File: config.mk
export PLATFORM = sky130hd
export DESIGN_NAME = ipf_regs
export DESIGN_NICKNAME = d
export VERILOG_FILES = /design/src/ipf_pkg.sv /design/src/ipf_regs.sv
export SDC_FILE = /design/constraint.sdc
export NUM_CORES = 1
export LEC_CHECK = 0
export ABC_AREA = 0
export BUFFER_PORTS_ARGS = -buffer_cell sky130_fd_sc_hd__buf_2
export CORE_UTILIZATION = 40
export CTS_CLUSTER_DIAMETER = 200
export DETAILED_ROUTE_END_ITERATION = 6
export PLACE_DENSITY = 0.77
export RECOVER_POWER = 50
export SYNTH_ARGS = -nofsm -noshare
export SYNTH_HDL_FRONTEND = slang
export SYNTH_SLANG_ARGS = --single-unit
export TNS_END_PERCENT = 100
File: constraint.sdc
create_clock -name clk -period 2.6 [get_ports clk]
set_clock_uncertainty 0.15 [all_clocks]
set_input_delay 0.39 -clock clk [delete_from_list [all_inputs] [get_ports clk]]
set_output_delay 0.39 -clock clk [all_outputs]
set_load 0.03 [all_outputs]
File: src/ipf_pkg.sv
// ----------------------------------------------------------------------------
// ipf_pkg
// Shared widths, register indexes, constants and types for the incircle
// point filter.
// ----------------------------------------------------------------------------
package ipf_pkg;

  localparam int COORD_WIDTH = 16;
  localparam int TAG_W       = 32;
  localparam int IDX_W       = 3;

  // Vertex minus point, then squares and cross products of those differences.
  localparam int DIFF_W = COORD_WIDTH + 1;
  localparam int PROD_W = 2 * DIFF_W;
  localparam int SUM_W  = PROD_W + 1;

  // The squared length is split so each final multiply stays near 18 x 35.
  localparam int SPLIT_W = (SUM_W + 1) / 2;
  localparam int HI_W    = SUM_W - SPLIT_W;
  localparam int LO_P_W  = SPLIT_W + 1 + SUM_W;
  localparam int HI_P_W  = HI_W + SUM_W;
  localparam int TERM_W  = 2 * SUM_W;
  localparam int DET_W   = TERM_W + 2;

  // Cycles from an accepted request to the sampled result strobe.
  localparam int LATENCY = 6;

  localparam logic [TAG_W-1:0] TAG_REJECT = {TAG_W{1'b1}};

  localparam logic [IDX_W-1:0] REG_AX = 3'd0;
  localparam logic [IDX_W-1:0] REG_AY = 3'd1;
  localparam logic [IDX_W-1:0] REG_BX = 3'd2;
  localparam logic [IDX_W-1:0] REG_BY = 3'd3;
  localparam logic [IDX_W-1:0] REG_CX = 3'd4;
  localparam logic [IDX_W-1:0] REG_CY = 3'd5;

  typedef struct packed {
    logic [COORD_WIDTH-1:0] ax;
    logic [COORD_WIDTH-1:0] ay;
    logic [COORD_WIDTH-1:0] bx;
    logic [COORD_WIDTH-1:0] by;
    logic [COORD_WIDTH-1:0] cx;
    logic [COORD_WIDTH-1:0] cy;
  } vertex_t;

  typedef struct packed {
    logic             valid;
    logic [TAG_W-1:0] tag;
    logic [SUM_W-1:0] la;
    logic [SUM_W-1:0] lb;
    logic [SUM_W-1:0] lc;
    logic [SUM_W-1:0] mbc;
    logic [SUM_W-1:0] mac;
    logic [SUM_W-1:0] mab;
  } quad_t;

endpackage

File: src/ipf_regs.sv
// ----------------------------------------------------------------------------
// ipf_regs
// Configuration registers holding the three triangle vertices.
// ----------------------------------------------------------------------------
module ipf_regs (
  input  logic                             clk,
  input  logic                             rst,
  input  logic                             wr_en,
  input  logic [ipf_pkg::IDX_W-1:0]        wr_index,
  input  logic [ipf_pkg::COORD_WIDTH-1:0]  wr_data,
  output ipf_pkg::vertex_t                 vtx
);

  always_ff @(posedge clk) begin
    if (rst) begin
      vtx <= '0;
    end else if (wr_en) begin
      case (wr_index)
        ipf_pkg::REG_AX: vtx.ax <= wr_data;
        ipf_pkg::REG_AY: vtx.ay <= wr_data;
        ipf_pkg::REG_BX: vtx.bx <= wr_data;
        ipf_pkg::REG_BY: vtx.by <= wr_data;
        ipf_pkg::REG_CX: vtx.cx <= wr_data;
        ipf_pkg::REG_CY: vtx.cy <= wr_data;
        default: ;
      endcase
    end
  end

endmodule

==> reports/results.tsv, run 1 <==
metric	value	unit
vias per cell	4.83	
Max H-tree Level	3	
post-synthesis sequential area ratio	0.508	
via count	2719	
Initial DRC Count	52	
warnings from Yosys	0	
Biggest register	vtx	
slew at the pin with the worst max-slew slack	866	ps
First-pass DRT Iterations	4	
power share of the combinational group	0.098	
Seq pwr share	0.566	
Cell Rows	35	
final worst path period share	0.703	
final core occ	0.499	
gr ovfl total	0	
Max-Cap Viols	0	
clk buf depth	2	
GRT Total Usage	0.181	
final hold violations	0	
largest net degree at the start of global routing	36	
Clock Latency Late Sink	350	ps
Area contributors post-synth	dfxtp_1 (51%), mux2i_1 (25%), nand2b_1 (19%)	
initial antenna violation count	0	
post-route ant nets	0	
dominant cell type by area after synthesis	dfxtp_1	
Largest regs	vtx: 96 flops	
peak supply drop	0.255	mV
CTS hold repair buffers	0	
Seq cells post-synth	96	
Final Cell Area	4590	um^2
die area	9850	um^2
diode count	0	
vias in the first global route	2594	
worst min-delay path class	in -> reg	
CTS Root Cell	clkbuf_8	
nets	469	
Num CTS Buffers	9	
top_reg_cell synth	dfxtp_1	
RSZ-0062 raised after global routing	no	
Commonest cells post-synth	nand2b_1 (112), dfxtp_1 (96), mux2i_1 (96), clkbuf_1 (13), buf_2 (10)	
share of cells above drive strength 1	0.243	
max_slew headroom	0.423	
share of power burned in the clock network	0.337	
Peak Freq	0.547	GHz
LEAKAGE	2.35	nW
Die Wd	99.2	um
final setup TNS	0	ps
initial core utilization	0.411	
IO buf count	117	
area of the mapped netlist	3780	um^2
clk slew on worst S/H paths	90	ps
fin crit period	1830	ps
switching fraction of total power	0.270	
io pins	118	
hpwl dp	6170	um
Area growth syn-to-layout	21.3	%
Clock Sinks	96	
Placement Cell Area	4450	um^2
max reg flops	96	
status	finished, final reports clean	
Cells after Synth	336	
DRC	0	
routed len/inst	15.4	um
CP required	2670	ps
Cell variety after synth	11	
syn avg cell area	11.3	um^2
ys async rst share	0	
Setup violations, final	0	
Crit Path Class	in -> reg	
most common cell in the netlist	nand2b_1	
CTS tree	done	
first-pass GRT wire length	13600	um
Final Max Slew Viols	0	
crit end category	register	
EDFF count, synth	0	
total length of routed wires	8660	um
Die H	99.2	um
crit start category	primary input	
post-synth top area share	0.508	
routability cong.	0.783	
core area	9200	um^2
Int Power	0.00196	W
Post-Syn Nets	358	
Post-CTS Setup Inserts	0	
CP Max Fanout	31	
CTS resizes	0	
WP data arrival	1890	ps
NetSw	0.000723	W
power density cells	585	nW/um^2
==> path summary, 6_finish.rpt <==
| check | start | endpoint | slack (ps) | cells past startpoint |
|---|---|---|---|---|
| worst min register to register | vtx[43] | vtx[43] | 330 | 2 |
| worst min-delay path | wr_index[2] | vtx[81] | 300 | 3 |
| worst max-delay path | rst | vtx[82] | 770 | 4 |
| worst max register to register | vtx[36] | vtx[36] | 1820 | 2 |
==> cells by family after synthesis <==
logic type | count (synthesis) | share of synthesized area
simple gates | 120 | 0.209
mux | 96 | 0.254
buf+inv | 24 | 0.0291
flops | 96 | 0.508
==> through the flow <==
step,worst slack [ps],hold WS [ps],total power [W],cells
2_1_floorplan,1040,446,0.00173,336
3_3_place_gp,700,308,0.00181,547
3_5_place_dp,665,311,0.00182,547
4_1_cts,1060,287,0.00272,563
5_1_grt,576,301,0.00280,563
6_report,772,301,0.00268,563
==> worst max-delay path: stages <==
cell and delay (ps):
clkbuf_1 630, buf_4 380, nand2b_1 340, mux2i_1 140
==> cell usage in the layout, fill, tap and decap left out, drive strengths merged <==
cell type / netlist / final
and4bb: 1 / 1
buf: 11 / 93
clkbuf: 13 / 41
clkinvlp: 0 / 2
dfxtp: 96 / 96
inv: 0 / 4
mux2i: 96 / 96
nand2b: 112 / 112
nand4b: 2 / 2
nand4bb: 3 / 3
nor4b: 1 / 1
or4b: 1 / 1
==> power by group through the flow <==
stage	Combinational, W	Sequential, W	Clock (W)
after floorplan	0.000117	0.00162	0
after global placement	0.000262	0.00155	0
after detailed placement	0.000267	0.00155	0
after CTS	0.000268	0.00152	0.000934
after global routing	0.000280	0.00152	0.000996
final	0.000262	0.00152	0.000903
==> layer usage <==
layer	vias to the layer above	GRT usage	wire [um]
met5	-	0	0
met4	0	0.0905	208
met3	16	0.0443	428
met2	73	0.272	3820
met1	1301	0.241	4200
li1	1329	-	-
==> cell type report <==
| class | instances | area [um^2] |
|---|---|---|
| flip-flops and latches | 96 | 1920 |
| clock inverters | 6 | 50.0 |
| repair buffers | 124 | 599 |
| well taps | 111 | 139 |
| multi-input cells | 216 | 1750 |
| fillers | 888 | 4610 |
| clock buffers | 10 | 128 |
Note: power is estimated with default switching activity, not from simulation.
==> run 2, diff against run 1 <==
--- a/config.mk
+++ b/config.mk
@@ -10,7 +10,7 @@
 export CORE_UTILIZATION = 40
 export CTS_CLUSTER_DIAMETER = 200
 export DETAILED_ROUTE_END_ITERATION = 6
-export PLACE_DENSITY = 0.77
+export PLACE_DENSITY = 0.79
 export RECOVER_POWER = 50
 export SYNTH_ARGS = -nofsm -noshare
 export SYNTH_HDL_FRONTEND = slang
==> constraint.sdc (replaced) <==
create_clock -name clk -period 1.6 [get_ports clk]
set_clock_uncertainty 0.15 [all_clocks]
set_input_delay 0.24 -clock clk [delete_from_list [all_inputs] [get_ports clk]]
set_output_delay 0.24 -clock clk [all_outputs]
set_load 0.03 [all_outputs]
==> run 2 against run 1 <==
  * Sequential share of layout area is 1.0 points lower
  * Die area stayed put
  * Worst hold slack worse by 130 ps
  * Register-to-register slack worse by 1000 ps
  * Largest power group unchanged
==> reports/results.tsv, run 2 (synthesized netlist as in run 1, its figures left out) <==
metric	value	unit
Slowest cell on crit path	clkbuf_2	
register area	1920	um^2
GRT Total Usage	0.195	
Area growth syn-to-layout	24.4	%
Peak Freq	0.748	GHz
fin crit period	1340	ps
final hold violations	0	
core area	9200	um^2
post-route ant nets	0	
Max-Cap Viols	0	
routed len/inst	16.2	um
routed wire length on met3	411	um
power density cells	996	nW/um^2
Clock Latency Late Sink	350	ps
vias in the first global route	2813	
nets	475	
commonest non-fill, non-tap cell in the layout	buf_2	
Largest regs	vtx: 96 flops	
Num CTS Buffers	9	
Multi-input gate area	1740	um^2
final worst path period share	0.836	
CTS tree	done	
gr ovfl total	0	
Die H	99.2	um
Largest stage delay, worst path	480	ps
status	finished, final reports clean	
die area	9850	um^2
vias per cell	4.84	
reg2reg end	vtx[47]	
crit end category	register	
Max H-tree Level	3	
initial antenna violation count	0	
io pins	118	
Metal-1 WL	4160	um
CTS hold repair buffers	0	
via count	2752	
CTS resizes	0	
metal2 WL	4470	um
First-pass DRT Iterations	4	
largest net degree at the start of global routing	51	
share of cells above drive strength 1	0.314	
WP data arrival	1460	ps
crit start category	primary input	
DRC	0	
Final Max Slew Viols	0	
first-pass GRT wire length	14800	um
diode count	0	
slew at the pin with the worst max-slew slack	579	ps
LEAKAGE	2.53	nW
initial core utilization	0.411	
Crit Path Class	in -> reg	
hpwl dp	6630	um
routability cong.	0.758	
Die Wd	99.2	um
clk buf depth	2	
Initial DRC Count	52	
IO buf count	117	
worst min-delay path class	in -> reg	
max reg flops	96	
last element of the critical path	vtx[52]	
Cell Rows	35	
RSZ-0062 raised after global routing	no	
critical path, cell by cell	buf_2 > clkbuf_1 > nand4bb_1 > clkbuf_2 > mux2i_1	
total length of routed wires	9200	um
CP Max Fanout	16	
final setup TNS	0	ps
clk slew on worst S/H paths	80	ps
peak supply drop	0.368	mV
filler cell count in the final layout	850	
max_slew headroom	0.614	
final core occ	0.512	
Clock Sinks	96	
FF-to-FF Start	vtx[47]	
worst setup path start	wr_index[0]	
Biggest register	vtx	
Top Layer Used	met4	
most frequent cells in the layout	buf_2 (117), nand2b_1 (112), mux2i_1 (96), dfxtp_1 (96), clkbuf_8 (10)	
CTS Root Cell	clkbuf_8	
CP required	1720	ps
FF-to-FF path depth	2	
setup slack, reg-to-reg	790	ps
Post-CTS Setup Inserts	0	
Setup violations, final	0	
==> run 2: final cells by class <==
cell class	count	area share
Clock buffer	10	0.0292
Clock inverter	6	0.0191
Multi-Input combinational cell	216	0.371
Sequential cell	96	0.408
Tap cell	111	0.0295
Timing Repair Buffer	130	0.143
==> run 2: worst min-delay path by stage <==
| stage | start | to | slack, ps | cells after the start |
|---|---|---|---|---|
| final | wr_data[3] | vtx[83] | 170 | 3 |
| after floorplan | wr_index[1] | vtx[80] | 310 | 2 |
| after global placement | vtx[75] | vtx[75] | 310 | 2 |
| after detailed placement | vtx[68] | vtx[68] | 310 | 2 |
| after CTS | wr_data[7] | vtx[39] | 170 | 3 |
| after global routing | wr_data[7] | vtx[39] | 190 | 3 |
==> run 2: stage by stage <==
step,hold slack [ps],instances,setup slack (ps),instance area (um^2),power (W)
2_1_floorplan,308,336,187,3780,0.00282
3_3_place_gp,305,553,84.9,4540,0.00297
3_5_place_dp,309,553,57.8,4540,0.00298
4_1_cts,167,569,256,4770,0.00475
5_1_grt,188,569,162,4710,0.00489
6_report,175,569,263,4710,0.00469
==> run 2: where the power goes <==
group	internal [W]	switching (W)
Combinational	0.000168	0.000276
Sequential	0.00244	0.0000270
Clock	0.000929	0.000848
==> run 2: critical path, delay by kind of cell <==
| kind | cells | cell delay, ps |
|---|---|---|
| buffers and inverters | 3 | 790 |
| AND/OR/NAND/NOR | 1 | 160 |
| multiplexers | 1 | 270 |
==> run 2: per-layer routing <==
layer | global-route usage | up-vias
met3 | 0.0401 | 13
met1 | 0.243 | 1341
met5 | 0 | -
met4 | 0.0701 | 0
li1 | - | 1340
met2 | 0.334 | 58
==> run 3, diff against run 2 <==
==> constraint.sdc (replaced) <==
create_clock -name clk -period 1.1 [get_ports clk]
set_clock_uncertainty 0.15 [all_clocks]
set_input_delay 0.165 -clock clk [delete_from_list [all_inputs] [get_ports clk]]
set_output_delay 0.165 -clock clk [all_outputs]
set_load 0.03 [all_outputs]
==> run 3 against run 2 <==
  * Worst hold slack got worse by 110 ps
  * Final cell count grew 11%
  * The flow now finishes with violations (setup timing)
  * Sequential cell count unchanged
  * Routed wire length is 10% higher
  * Register-to-register slack worse by 680 ps
==> reports/results.tsv, run 3 (synthesized netlist as in run 1, its figures left out) <==
metric	value	unit
status	finished with violations	
violated checks	setup timing	
critical path, cell by cell	buf_6	
Die Wd	99.2	um
gr ovfl total	0	
LEAKAGE	3.01	nW
vias in the first global route	3032	
Num CTS Buffers	9	
vias per cell	4.85	
power density cells	1210	nW/um^2
worst path bufs/invs	1	
Max H-tree Level	3	
nets	541	
setup slack after layout	-58.8	ps
Slowest cell on crit path	dfxtp_2	
diode count	0	
initial antenna violation count	0	
final worst path period share	1.05	
Die H	99.2	um
Crit Path Class	reg -> out	
Final Max Slew Viols	0	
CP Max Fanout	2	
Setup violations, final	96	
total length of routed wires	10200	um
IO buf count	117	
io pins	118	
Peak Freq	0.863	GHz
final hold violations	0	
first-pass GRT wire length	15500	um
routed len/inst	16.0	um
most frequent cells in the layout	nand2b_1 (112), buf_6 (97), mux2i_1 (96), dfxtp_2 (96), buf_4 (68)	
hpwl dp	6710	um
routability cong.	0.787	
slew at the pin with the worst max-slew slack	342	ps
share of cells above drive strength 1	0.586	
CP required	780	ps
die area	9850	um^2
Max-Cap Viols	0	
crit start category	register	
clk buf depth	2	
Largest regs	vtx: 96 flops	
Clock Latency Late Sink	350	ps
GRT Total Usage	0.204	
DRC	0	
Area growth syn-to-layout	58.4	%
CTS tree	done	
Initial DRC Count	71	
crit end category	output pin	
Biggest register	vtx	
fin crit period	1160	ps
DP Worst Slack	-381	ps
post-route ant nets	0	
Clock Sinks	96	
commonest non-fill, non-tap cell in the layout	nand2b_1	
WHS	65.9	ps
RSZ-0062 raised after global routing	yes	
via count	3072	
CTS Root Cell	clkbuf_8	
final setup TNS	-3430	ps
Cell Rows	35	
core area	9200	um^2
CP delay by family, top	flip-flops	
Largest stage delay, worst path	360	ps
initial core utilization	0.411	
WP data arrival	840	ps
First-pass DRT Iterations	4	
Final Power	0.00725	W
peak supply drop	0.680	mV
filler cell count in the final layout	705	
worst min-delay path class	in -> reg	
clk slew on worst S/H paths	90	ps
largest net degree at the start of global routing	27	
max_slew headroom	0.772	
max reg flops	96	
final core occ	0.651	
## run 3: cell types whose count changed in the layout (fill, tap and decap cells not counted), moves of 2 or more
cell / delta
buf_4: +64
dfxtp_1: -96
clkbuf_4: +3
buf_6: +97
buf_2: -97
buf_12: +2
clkbuf_2: -3
dfxtp_2: +96
## run 3: tightest hold or removal path, cell delays in order
cell and delay (ps):
buf_2 100, nand2b_1 50, buf_4 140, mux2i_1 70
## run 3: cell type report
type | count | area [um^2] | share of cell area
flip-flops and latches | 96 | 2040 | 0.341
repair buffers | 196 | 1810 | 0.302
multi-input cells | 216 | 1760 | 0.294
clock buffers | 11 | 151 | 0.0253
well taps | 111 | 139 | 0.0232
clock inverters | 3 | 90.1 | 0.0150
## run 3: per-stage QoR
| step | instance area (um^2) | instances |
|---|---|---|
| floorplan | 3810 | 336 |
| global placement | 4710 | 571 |
| global route | 5990 | 633 |
| detailed placement | 4710 | 571 |
| CTS | 5830 | 606 |
| finish | 5990 | 633 |
## run 3: per-layer routing
metal / global-route usage / up-vias / part of all wire / wire [um]
met1: 0.258 / 1501 / 0.45 / 4530
met5: 0 / - / 0 / 0
li1: - / 1473 / - / -
met4: 0.102 / 0 / 0.026 / 267
met3: 0.0337 / 20 / 0.034 / 342
met2: 0.339 / 78 / 0.49 / 5020
## run 3: report_power, final
part	total, W	switching, W	internal (W)	leakage (nW)
Combinational	0.000853	0.000429	0.000424	2.07
Clock	0.00278	0.00117	0.00161	0.121
Sequential	0.00362	0.0000571	0.00356	0.824
## run 3: timing repair
item	in CTS	in global routing
hold buffers	0	0
gates resized for setup	288	1
setup buffers	21	27
endpoints found under the setup margin	96	101
## run 3: final timing paths
path | startpoint | endpoint | slack (ps) | cells after the start
min reg2reg | vtx[70] | vtx[70] | 330 | 2
max reg2reg | vtx[79] | vtx[79] | 110 | 4
min | wr_data[6] | vtx[6] | 70 | 4
max | vtx[85] | vtx[85] | -60 | 1
